<file path="src/hdl/c_subset_lexer_top_macros.svh">
// Assertion macros used by the lexer RTL.
// No dependencies; included by the files that carry assertions.
`ifndef C_SUBSET_LEXER_TOP_MACROS_SVH
`define C_SUBSET_LEXER_TOP_MACROS_SVH
`ifndef SYNTHESIS
`define CSLEX_ASSERT_IMP(lbl, clk, rst, ante, cons) \
   lbl: assert property (@(posedge clk) disable iff (rst) (ante) |-> (cons)) \
      else $error("cslex: same-cycle check failed");
`define CSLEX_ASSERT_NXT(lbl, clk, rst, ante, cons) \
   lbl: assert property (@(posedge clk) disable iff (rst) (ante) |=> (cons)) \
      else $error("cslex: next-cycle check failed");
`else
`define CSLEX_ASSERT_IMP(lbl, clk, rst, ante, cons)
`define CSLEX_ASSERT_NXT(lbl, clk, rst, ante, cons)
`endif
`endif

</file>
<file path="src/hdl/cslex_pkg.sv">
// Types, constants and byte-class functions of the C subset lexer.
// No dependencies; used by cslex_core and c_subset_lexer_top.
package cslex_pkg;

   localparam int LINE_WIDTH   = 24;
   localparam int OFFSET_WIDTH = 32;
   localparam int LEN_WIDTH    = 16;
   localparam int KW_COUNT     = 13;
   localparam int PREFIX_BYTES = 8;

   localparam int RSP_FIELDS_W = 4 + 8 + 8 + LINE_WIDTH + OFFSET_WIDTH + LEN_WIDTH;
   localparam int RSP_TDATA_W  = ((RSP_FIELDS_W + 7) / 8) * 8;

   localparam int FIFO_DEPTH = 4;
   localparam int FIFO_PTR_W = 2;
   localparam int FIFO_CNT_W = 3;

   localparam logic [7:0] CH_LF    = 8'h0A;
   localparam logic [7:0] CH_SLASH = 8'h2F;
   localparam logic [7:0] CH_STAR  = 8'h2A;
   localparam logic [7:0] CH_DOT   = 8'h2E;
   localparam logic [7:0] CH_UNDER = 8'h5F;
   localparam logic [7:0] CH_EQ    = 8'h3D;

   typedef enum logic [3:0] {
      KIND_EOF      = 4'd0,
      KIND_IDENT    = 4'd1,
      KIND_KEYWORD  = 4'd2,
      KIND_NUMBER   = 4'd3,
      KIND_OPER     = 4'd4,
      KIND_SEMI     = 4'd5,
      KIND_LPAREN   = 4'd6,
      KIND_RPAREN   = 4'd7,
      KIND_LBRACE   = 4'd8,
      KIND_RBRACE   = 4'd9,
      KIND_LBRACKET = 4'd10,
      KIND_RBRACKET = 4'd11,
      KIND_COMMA    = 4'd12
   } kind_type;

   // keywords packed first byte highest, in keyword index order
   localparam logic [63:0] KW_TABLE [KW_COUNT] = '{
      64'h6966,             // if
      64'h656c7365,         // else
      64'h7768696c65,       // while
      64'h666f72,           // for
      64'h72657475726e,     // return
      64'h627265616b,       // break
      64'h636f6e74696e7565, // continue
      64'h737472756374,     // struct
      64'h696e74,           // int
      64'h666c6f6174,       // float
      64'h63686172,         // char
      64'h646f75626c65,     // double
      64'h766f6964          // void
   };

   typedef struct packed {
      kind_type                  kind;
      logic [3:0]                kw;
      logic [7:0]                op1;
      logic [7:0]                op2;
      logic [LINE_WIDTH-1:0]     line;
      logic [OFFSET_WIDTH-1:0]   off;
      logic [LEN_WIDTH-1:0]      len;
      logic                      last;
   } rec_type;

   typedef struct packed {
      logic [1:0] count;
      rec_type    rec0;
      rec_type    rec1;
   } rec_pair_type;

   function automatic logic is_space(input logic [7:0] b);
      return (b == 8'h20) || (b >= 8'h09 && b <= 8'h0D);
   endfunction

   function automatic logic is_alpha(input logic [7:0] b);
      return (b >= 8'h41 && b <= 8'h5A) || (b >= 8'h61 && b <= 8'h7A);
   endfunction

   function automatic logic is_digit(input logic [7:0] b);
      return b >= 8'h30 && b <= 8'h39;
   endfunction

   function automatic logic may_pair(input logic [7:0] b);
      return b == 8'h3D || b == 8'h21 || b == 8'h3C || b == 8'h3E ||
             b == 8'h26 || b == 8'h7C || b == 8'h2B || b == 8'h2D;
   endfunction

   function automatic logic pairs(input logic [7:0] a, input logic [7:0] b);
      logic same;
      same = (a == b) && (a == 8'h3C || a == 8'h3E || a == 8'h26 ||
                          a == 8'h7C || a == 8'h2B || a == 8'h2D);
      if (b == CH_EQ) begin
         return a == 8'h3D || a == 8'h21 || a == 8'h3C || a == 8'h3E;
      end
      return same;
   endfunction

   // KIND_EOF means not a punctuation byte
   function automatic kind_type punct_kind(input logic [7:0] b);
      kind_type k;
      case (b)
         8'h3B:   k = KIND_SEMI;
         8'h28:   k = KIND_LPAREN;
         8'h29:   k = KIND_RPAREN;
         8'h7B:   k = KIND_LBRACE;
         8'h7D:   k = KIND_RBRACE;
         8'h5B:   k = KIND_LBRACKET;
         8'h5D:   k = KIND_RBRACKET;
         8'h2C:   k = KIND_COMMA;
         default: k = KIND_EOF;
      endcase
      return k;
   endfunction

   function automatic rec_type make_rec(input kind_type kind, input logic [3:0] kw,
                                        input logic [7:0] op1, input logic [7:0] op2,
                                        input logic [LINE_WIDTH-1:0] line,
                                        input logic [OFFSET_WIDTH-1:0] off,
                                        input logic [LEN_WIDTH-1:0] len);
      rec_type r;
      r.kind = kind;
      r.kw   = kw;
      r.op1  = op1;
      r.op2  = op2;
      r.line = line;
      r.off  = off;
      r.len  = len;
      r.last = 1'b0;
      return r;
   endfunction

endpackage

</file>
<file path="src/hdl/c_subset_lexer_top.sv">
// Top level of the C subset lexer: stream ports and a four-entry token queue.
// Depends on cslex_pkg, cslex_core and c_subset_lexer_top_macros.svh.
//
//   channel | dir | words                      | ready rule
//   req     | in  | one source byte            | queue has room for two records
//   rsp     | out | one token record           | queue not empty
//
// A byte is scanned in the cycle it is taken; its records enter the queue at that edge
// and can leave on the next cycle, so a byte can be taken every cycle while the result
// side drains. The queue sets the rate: a byte that makes two records needs one output
// transfer per record. Reset is synchronous and empties the queue.
// A stall on rsp fills the queue and then drops req_tready.
`include "c_subset_lexer_top_macros.svh"
module c_subset_lexer_top (
   input  logic                                 clock,
   input  logic                                 reset,
   input  logic                                 req_tvalid,
   output logic                                 req_tready,
   input  logic [7:0]                           req_tdata,  // source_byte
   input  logic                                 req_tlast,  // end_of_input
   output logic                                 rsp_tvalid,
   input  logic                                 rsp_tready,
   // keyword_index, op_first, op_second, start_line, start_offset, text_length, zero pad
   output logic [cslex_pkg::RSP_TDATA_W-1:0]    rsp_tdata,
   output logic [3:0]                           rsp_tuser,  // token_kind
   output logic                                 rsp_tlast   // last_of_run
);
   import cslex_pkg::*;

   rec_pair_type          recs;
   rec_type               fifo_ff [FIFO_DEPTH];
   rec_type               head;
   logic [FIFO_PTR_W-1:0] wr_ptr_ff, wr_ptr_in, rd_ptr_ff, rd_ptr_in;
   logic [FIFO_CNT_W-1:0] count_ff, count_in;
   logic                  req_fire, rsp_fire;

   assign req_tready = count_ff <= FIFO_CNT_W'(FIFO_DEPTH - 2);
   assign req_fire   = req_tvalid && req_tready;
   assign rsp_tvalid = count_ff != '0;
   assign rsp_fire   = rsp_tvalid && rsp_tready;

   cslex_core u_core (
      .clock      (clock),
      .reset      (reset),
      .item_valid (req_fire),
      .item_byte  (req_tdata),
      .item_end   (req_tlast),
      .recs       (recs)
   );

   always_comb begin
      wr_ptr_in = wr_ptr_ff;
      count_in  = count_ff;
      if (req_fire) begin
         wr_ptr_in = wr_ptr_ff + FIFO_PTR_W'(recs.count);
         count_in  = count_ff + FIFO_CNT_W'(recs.count);
      end
      rd_ptr_in = rsp_fire ? rd_ptr_ff + FIFO_PTR_W'(1) : rd_ptr_ff;
      if (rsp_fire) begin
         count_in = count_in - FIFO_CNT_W'(1);
      end
   end

   always_ff @(posedge clock) begin
      if (reset) begin
         wr_ptr_ff <= '0;
         rd_ptr_ff <= '0;
         count_ff  <= '0;
      end else begin
         wr_ptr_ff <= wr_ptr_in;
         rd_ptr_ff <= rd_ptr_in;
         count_ff  <= count_in;
      end
   end

   always_ff @(posedge clock) begin
      if (req_fire && recs.count != 2'd0) begin
         fifo_ff[wr_ptr_ff] <= recs.rec0;
      end
      if (req_fire && recs.count == 2'd2) begin
         fifo_ff[wr_ptr_ff + FIFO_PTR_W'(1)] <= recs.rec1;
      end
   end

   assign head      = fifo_ff[rd_ptr_ff];
   assign rsp_tdata = RSP_TDATA_W'({head.len, head.off, head.line, head.op2, head.op1,
                                    head.kw});
   assign rsp_tuser = head.kind;
   assign rsp_tlast = head.last;

   `CSLEX_ASSERT_IMP(a_count_bound, clock, reset, 1'b1, count_ff <= FIFO_CNT_W'(FIFO_DEPTH))
   `CSLEX_ASSERT_NXT(a_eof_queued, clock, reset, req_fire && req_tlast, rsp_tvalid)
   `CSLEX_ASSERT_NXT(a_count_hold, clock, reset, !req_fire && !rsp_fire, $stable(count_ff))

endmodule

</file>
<file path="src/hdl/cslex_core.sv">
// Lexer scan state and per-byte token logic; one byte per cycle.
// Depends on cslex_pkg; gives up to two token records per accepted byte.
module cslex_core (
   input  logic                    clock,
   input  logic                    reset,
   input  logic                    item_valid,
   input  logic [7:0]              item_byte,
   input  logic                    item_end,
   output cslex_pkg::rec_pair_type recs
);
   import cslex_pkg::*;

   typedef enum logic [2:0] {
      M_IDLE, M_IDENT, M_NUMBER, M_OPER, M_SLASH, M_LCOMM, M_BCOMM
   } mode_type;

   localparam logic [LINE_WIDTH-1:0] LINE_MAX = '1;
   localparam logic [LEN_WIDTH-1:0]  LEN_MAX  = '1;

   mode_type                mode_ff, mode_in;
   logic [7:0]              pend_ff, pend_in;
   logic [LINE_WIDTH-1:0]   line_ff, line_in;
   logic [OFFSET_WIDTH-1:0] offset_ff, offset_in;
   logic [LINE_WIDTH-1:0]   tok_line_ff, tok_line_in;
   logic [OFFSET_WIDTH-1:0] tok_off_ff, tok_off_in;
   logic [LEN_WIDTH-1:0]    tok_len_ff, tok_len_in;
   logic [63:0]             prefix_ff, prefix_in;
   logic                    star_ff, star_in;

   logic [LINE_WIDTH-1:0] line_inc;
   logic [LEN_WIDTH-1:0]  len_inc;
   logic                  kw_hit;
   logic [3:0]            kw_idx;
   logic                  flush_v, fresh_v, a_v, b_v, do_fresh, do_grow;
   rec_type               flush_rec, fresh_rec, a_rec, b_rec, eof_rec;
   kind_type              pk;
   logic [7:0]            b;

   assign b        = item_byte;
   assign line_inc = (line_ff == LINE_MAX) ? line_ff : line_ff + LINE_WIDTH'(1);
   assign len_inc  = (tok_len_ff == LEN_MAX) ? tok_len_ff : tok_len_ff + LEN_WIDTH'(1);
   assign pk       = punct_kind(b);

   always_comb begin
      kw_hit = 1'b0;
      kw_idx = 4'd0;
      for (int k = 0; k < KW_COUNT; k++) begin
         if (!kw_hit && prefix_ff == KW_TABLE[k]) begin
            kw_hit = 1'b1;
            kw_idx = 4'(k);
         end
      end
      if (tok_len_ff > LEN_WIDTH'(PREFIX_BYTES)) begin
         kw_hit = 1'b0;
         kw_idx = 4'd0;
      end
   end

   always_comb begin
      flush_v   = 1'b1;
      flush_rec = make_rec(KIND_IDENT, 4'd0, 8'd0, 8'd0, tok_line_ff, tok_off_ff, tok_len_ff);
      unique case (mode_ff)
         M_IDENT: begin
            if (kw_hit) begin
               flush_rec.kind = KIND_KEYWORD;
               flush_rec.kw   = kw_idx;
            end
         end
         M_NUMBER: flush_rec.kind = KIND_NUMBER;
         M_OPER: begin
            flush_rec.kind = KIND_OPER;
            flush_rec.op1  = pend_ff;
            flush_rec.len  = LEN_WIDTH'(1);
         end
         M_SLASH: begin
            flush_rec.kind = KIND_OPER;
            flush_rec.op1  = CH_SLASH;
            flush_rec.len  = LEN_WIDTH'(1);
         end
         default: flush_v = 1'b0;
      endcase
   end

   always_comb begin
      eof_rec = make_rec(KIND_EOF, 4'd0, 8'd0, 8'd0, line_ff, offset_ff, LEN_WIDTH'(0));
      fresh_v = 1'b0;
      fresh_rec = make_rec(KIND_OPER, 4'd0, b, 8'd0, line_ff, offset_ff, LEN_WIDTH'(1));
      do_fresh = 1'b0;
      do_grow  = 1'b0;
      a_v = 1'b0;
      b_v = 1'b0;
      a_rec = flush_rec;
      b_rec = fresh_rec;

      mode_in     = mode_ff;
      pend_in     = pend_ff;
      line_in     = line_ff;
      offset_in   = offset_ff + OFFSET_WIDTH'(1);
      tok_line_in = tok_line_ff;
      tok_off_in  = tok_off_ff;
      tok_len_in  = tok_len_ff;
      prefix_in   = prefix_ff;
      star_in     = star_ff;

      if (item_end) begin
         a_v       = flush_v;
         b_v       = 1'b1;
         b_rec     = eof_rec;
         mode_in   = M_IDLE;
         star_in   = 1'b0;
         offset_in = offset_ff;
      end else begin
         unique case (mode_ff)
            M_IDENT: begin
               if (is_alpha(b) || is_digit(b) || b == CH_UNDER) begin
                  do_grow = 1'b1;
               end else begin
                  do_fresh = 1'b1;
               end
            end
            M_NUMBER: begin
               if (is_digit(b) || b == CH_DOT) begin
                  do_grow = 1'b1;
               end else begin
                  do_fresh = 1'b1;
               end
            end
            M_OPER: begin
               if (pairs(pend_ff, b)) begin
                  a_v       = 1'b1;
                  a_rec.op2 = b;
                  a_rec.len = LEN_WIDTH'(2);
                  mode_in   = M_IDLE;
               end else begin
                  do_fresh = 1'b1;
               end
            end
            M_SLASH: begin
               if (b == CH_SLASH) begin
                  mode_in = M_LCOMM;
               end else if (b == CH_STAR) begin
                  mode_in = M_BCOMM;
                  star_in = 1'b0;
               end else begin
                  do_fresh = 1'b1;
               end
            end
            M_LCOMM: begin
               if (b == CH_LF) begin
                  line_in = line_inc;
                  mode_in = M_IDLE;
               end
            end
            M_BCOMM: begin
               if (b == CH_LF) begin
                  line_in = line_inc;
               end
               if (star_ff && b == CH_SLASH) begin
                  mode_in = M_IDLE;
                  star_in = 1'b0;
               end else begin
                  star_in = (b == CH_STAR);
               end
            end
            default: do_fresh = 1'b1;
         endcase
      end

      if (do_grow) begin
         tok_len_in = len_inc;
         if (len_inc <= LEN_WIDTH'(PREFIX_BYTES)) begin
            prefix_in = {prefix_ff[55:0], b};
         end
      end

      if (do_fresh) begin
         a_v     = flush_v;
         mode_in = M_IDLE;
         if (is_space(b)) begin
            if (b == CH_LF) begin
               line_in = line_inc;
            end
         end else if (b == CH_SLASH) begin
            mode_in = M_SLASH;
         end else if (is_alpha(b) || b == CH_UNDER) begin
            mode_in   = M_IDENT;
            prefix_in = {56'd0, b};
         end else if (is_digit(b)) begin
            mode_in = M_NUMBER;
         end else if (pk != KIND_EOF) begin
            fresh_v        = 1'b1;
            fresh_rec.kind = pk;
         end else if (may_pair(b)) begin
            mode_in = M_OPER;
            pend_in = b;
         end else begin
            fresh_v = 1'b1;
         end
         if (mode_in != M_IDLE) begin
            tok_line_in = line_ff;
            tok_off_in  = offset_ff;
            tok_len_in  = LEN_WIDTH'(1);
         end
         b_v   = fresh_v;
         b_rec = fresh_rec;
      end

      recs.count = {1'b0, a_v} + {1'b0, b_v};
      recs.rec0  = a_v ? a_rec : b_rec;
      recs.rec1  = b_rec;
      recs.rec0.last = !(a_v && b_v);
      recs.rec1.last = 1'b1;
   end

   always_ff @(posedge clock) begin
      if (reset) begin
         mode_ff     <= M_IDLE;
         pend_ff     <= 8'd0;
         line_ff     <= LINE_WIDTH'(1);
         offset_ff   <= '0;
         tok_line_ff <= LINE_WIDTH'(1);
         tok_off_ff  <= '0;
         tok_len_ff  <= '0;
         prefix_ff   <= '0;
         star_ff     <= 1'b0;
      end else if (item_valid) begin
         mode_ff     <= mode_in;
         pend_ff     <= pend_in;
         line_ff     <= line_in;
         offset_ff   <= offset_in;
         tok_line_ff <= tok_line_in;
         tok_off_ff  <= tok_off_in;
         tok_len_ff  <= tok_len_in;
         prefix_ff   <= prefix_in;
         star_ff     <= star_in;
      end
   end

endmodule
</file>
<file path="config.mk">
export PLATFORM = sky130hd
export DESIGN_NAME = c_subset_lexer_top
export DESIGN_NICKNAME = d
export VERILOG_FILES = /design/src/hdl/cslex_pkg.sv /design/src/hdl/c_subset_lexer_top.sv /design/src/hdl/cslex_core.sv
export VERILOG_INCLUDE_DIRS = /design/src /design/src/hdl
export SDC_FILE = /design/constraint.sdc
export NUM_CORES = 1
export LEC_CHECK = 0
export BUFFER_PORTS_ARGS = -buffer_cell sky130_fd_sc_hd__buf_4
export CAP_MARGIN = 20
export CORE_MARGIN = 3
export CORE_UTILIZATION = 51
export DETAILED_ROUTE_END_ITERATION = 8
export PLACE_DENSITY = 0.71
export SKIP_LAST_GASP = 1
export SYNTH_ARGS = -nofsm -noshare
export SYNTH_HDL_FRONTEND = slang
export SYNTH_SLANG_ARGS = --single-unit
</file>
<file path="constraint.sdc">
create_clock -name clock -period 10.97 [get_ports clock]
set_input_delay 0.5485 -clock clock [delete_from_list [all_inputs] [get_ports clock]]
set_output_delay 0.5485 -clock clock [all_outputs]
set_load 0.01 [all_outputs]
</file>
==> out/metrics.yaml <==
core_area_um2: 53100
grt-ovfl-total: 0
synth_top_area_share: 0.300
crit_path_frequent_cell: "buf_4"
clk_pin_slew_ns: 0.06
fin_tns_setup_ns: 0
die_width_um: 239
hpwl_um: 45200
insertion_delay_ns: 0.67
drc: 0
ys_seq_area_frac: 0.535
finalHoldViolations: 0
start_util: 0.521
worstSetupStartpoint: "u_core.mode_ff[1]"
synthTopCellsByArea: "edfxtp_1 (30%), dfxtp_1 (24%), a22o_1 (11%), mux4_2 (7.9%), nand2_1 (3.3%)"
grt_pass1_wl_um: 119000
htreeDepth: 2
synthCells: 2438
drive_gt1_frac: 0.159
final_cells: 3162
cts_tree: "built"
leakage_nw: 10.8
skew_ns: 0.0574
period_share: 0.469
clock_tree.root_cell: "clkbuf_16"
critPathKind: "reg -> reg"
cp.arrival_ns: 5.39
use_met3: 0.0413
yosysMostFrequentCell: "a22o_1"
maxCapViolCount: 0
wl_um: 76300
cts_buffer_depth: 3
rsz0062_at_grt: "false"
outcome: "finished, final reports clean"
num_io_pins: 116
dp_cells: 3042
yosysWarnings: 0
synthDistinctLibCells: 81
grt_antenna_before_repair: 2
drtIter0Drc: 2067
routedWlPerCell_um: 24.1
critical_path.max_fanout: 61
postCtsSetupRepairBufs: 0
ys_ff_latch: 601
worst_pin_slew_ns: 1.16
min_from: "req_tdata[4]"
io_buffers: 111
netlist_area_um2: 27600
path_cells: "nand2b_1, or2_2, nor3_1, o31ai_1, o31ai_2, buf_4, clkinv_1, ha_1, nor3_1, buf_4, nor2_2, buf_4, clkinv_2, buf_4"
end_kind: "flop"
finalSetupViolations: 0
grt_max_degree: 89
nNetsFinal: 2444
min_period_ns: 5.15
track_usage: 0.265
grt_pass1_vias: 20500
cts_buffers: 60
fin_ws_ns: 5.82
drt-pass1-iter-count: 5
clock.fmax_ghz: 0.194
rows: 84
cts-hold-fix-buffers: 0
ys_async_sr_fraction: 0
antenna_left: 0
ctsResizeCount: 0
hold_path.class: "in -> reg"
worstSetupStartpointType: "flop"
die-area_um2: 57000
p_per_area_nw_per_um2: 189
synth_edf_count: 276
grt_use_met2: 0.441
clock_sinks: 601
slew_headroom: 0.225
gp_congestion: 0.895
avgSynthCellArea_um2: 11.3
synth_top_flop_cell: "dfxtp_1"
grt_busiest_layer: "met2"
crit_path_top_delay_cell: "buf_4"
place_ws_ns: 5.31
vdd_ir_drop_max_mv: 0.148
final-max-slew-violation-count: 0
synth_common_cells: "a22o_1 (356), dfxtp_1 (325), edfxtp_1 (276)"
cp_slowest_stage_delay_ns: 0.83
rr_startpoint: "u_core.mode_ff[1]"
worstPathRequired_ns: 11.22
via_per_inst: 6.52
area_growth_pct: 12.0
yosysTopAreaCell: "edfxtp_1"
met1_usage: 0.358
die_h_um: 239
vias: 20600
-- cells by family (layout without fill, tap and decap cells) --
kind of cell    Yosys count  in the layout  share of synthesized area
flops                   601            601                      0.535
simple gates            751            751                      0.139
fa+ha+maj                11             11                    0.00525
mux                     116            116                     0.0859
compound gates          624            624                      0.172
buf+inv                 261            292                     0.0395
xor+xnor                 73             73                     0.0231
other cells               1              6                   0.000136
-- cell usage in the layout (no fill, tap or decap), drive strengths merged, types with 16 or more instances in the layout --
master,n
and2,20
nand4,36
nand2,245
clkinv,22
o21ai,55
a21oi,101
buf,151
or3,20
o22ai,42
mux2i,18
edfxtp,276
nand3,48
xnor2,34
clkbuf,88
inv,25
nand2b,23
nor3,51
nor4,31
nor2b,16
nor2,151
mux4,97
and3,18
dfxtp,325
a22o,356
xor2,39
-- stage by stage --
step	hold slack (ns)	power, mW	cell area (µm²)	utilization
finish	0.309	5.86	31000	0.583
global route	0.309	6.06	31000	0.583
floorplan	0.420	3.24	27700	-
CTS	0.282	5.90	30900	0.582
detailed placement	0.439	3.74	28800	0.542
global placement	0.429	3.72	28700	0.542
-- registers in the layout (all words and copies together), names as in the netlist, 8 cells and up, named ones only --
register            cells
u_core.tok_len_ff      16
u_core.tok_line_ff     24
u_core.offset_ff       32
u_core.prefix_ff       64
fifo_ff               388
u_core.line_ff         24
u_core.pend_ff          8
u_core.tok_off_ff      32
-- routing by layer --
layer	up-vias	wire length (µm)
li1	9288	-
met1	10200	31200
met2	992	37100
met3	145	6040
met4	0	1970
met5	-	0
-- path summary, 6_finish.rpt --
check,endpoint,slack [ns],cells past startpoint
setup / recovery,fifo_ff[1][84],5.82,14
setup reg to reg,fifo_ff[1][84],5.82,14
hold reg to reg,fifo_ff[1][92],0.45,2
hold / removal,fifo_ff[1][77],0.31,2
-- worst max-delay path: cells and delay by family, from the launching register on --
| family | cells | cell delay, ns |
|---|---|---|
| flip-flops | 1 | 0.59 |
| AND/OR/NAND/NOR | 5 | 1.13 |
| adder cells (fa/ha/maj) | 1 | 0.44 |
| AO/OA/AOI/OAI | 2 | 0.31 |
| buffers and inverters | 6 | 2.23 |
-- area by class of cell --
class / instances / area (µm²)
Multi-Input combinational cell: 1579 / 11900
Clock inverter: 26 / 358
Sequential cell: 601 / 14800
Antenna cell: 2 / 5.00
Timing Repair Buffer: 151 / 1170
Inverter: 27 / 106
Clock buffer: 88 / 1770
Fill cell: 4294 / 22100
Tap cell: 688 / 861
-- report_power, final --
group / internal [mW] / switching [mW] / total, mW
Combinational: 0.482 / 0.658 / 1.14
Clock: 1.27 / 0.898 / 2.17
Sequential: 2.47 / 0.0735 / 2.55
No activity file was read; power rests on OpenSTA's default activity.
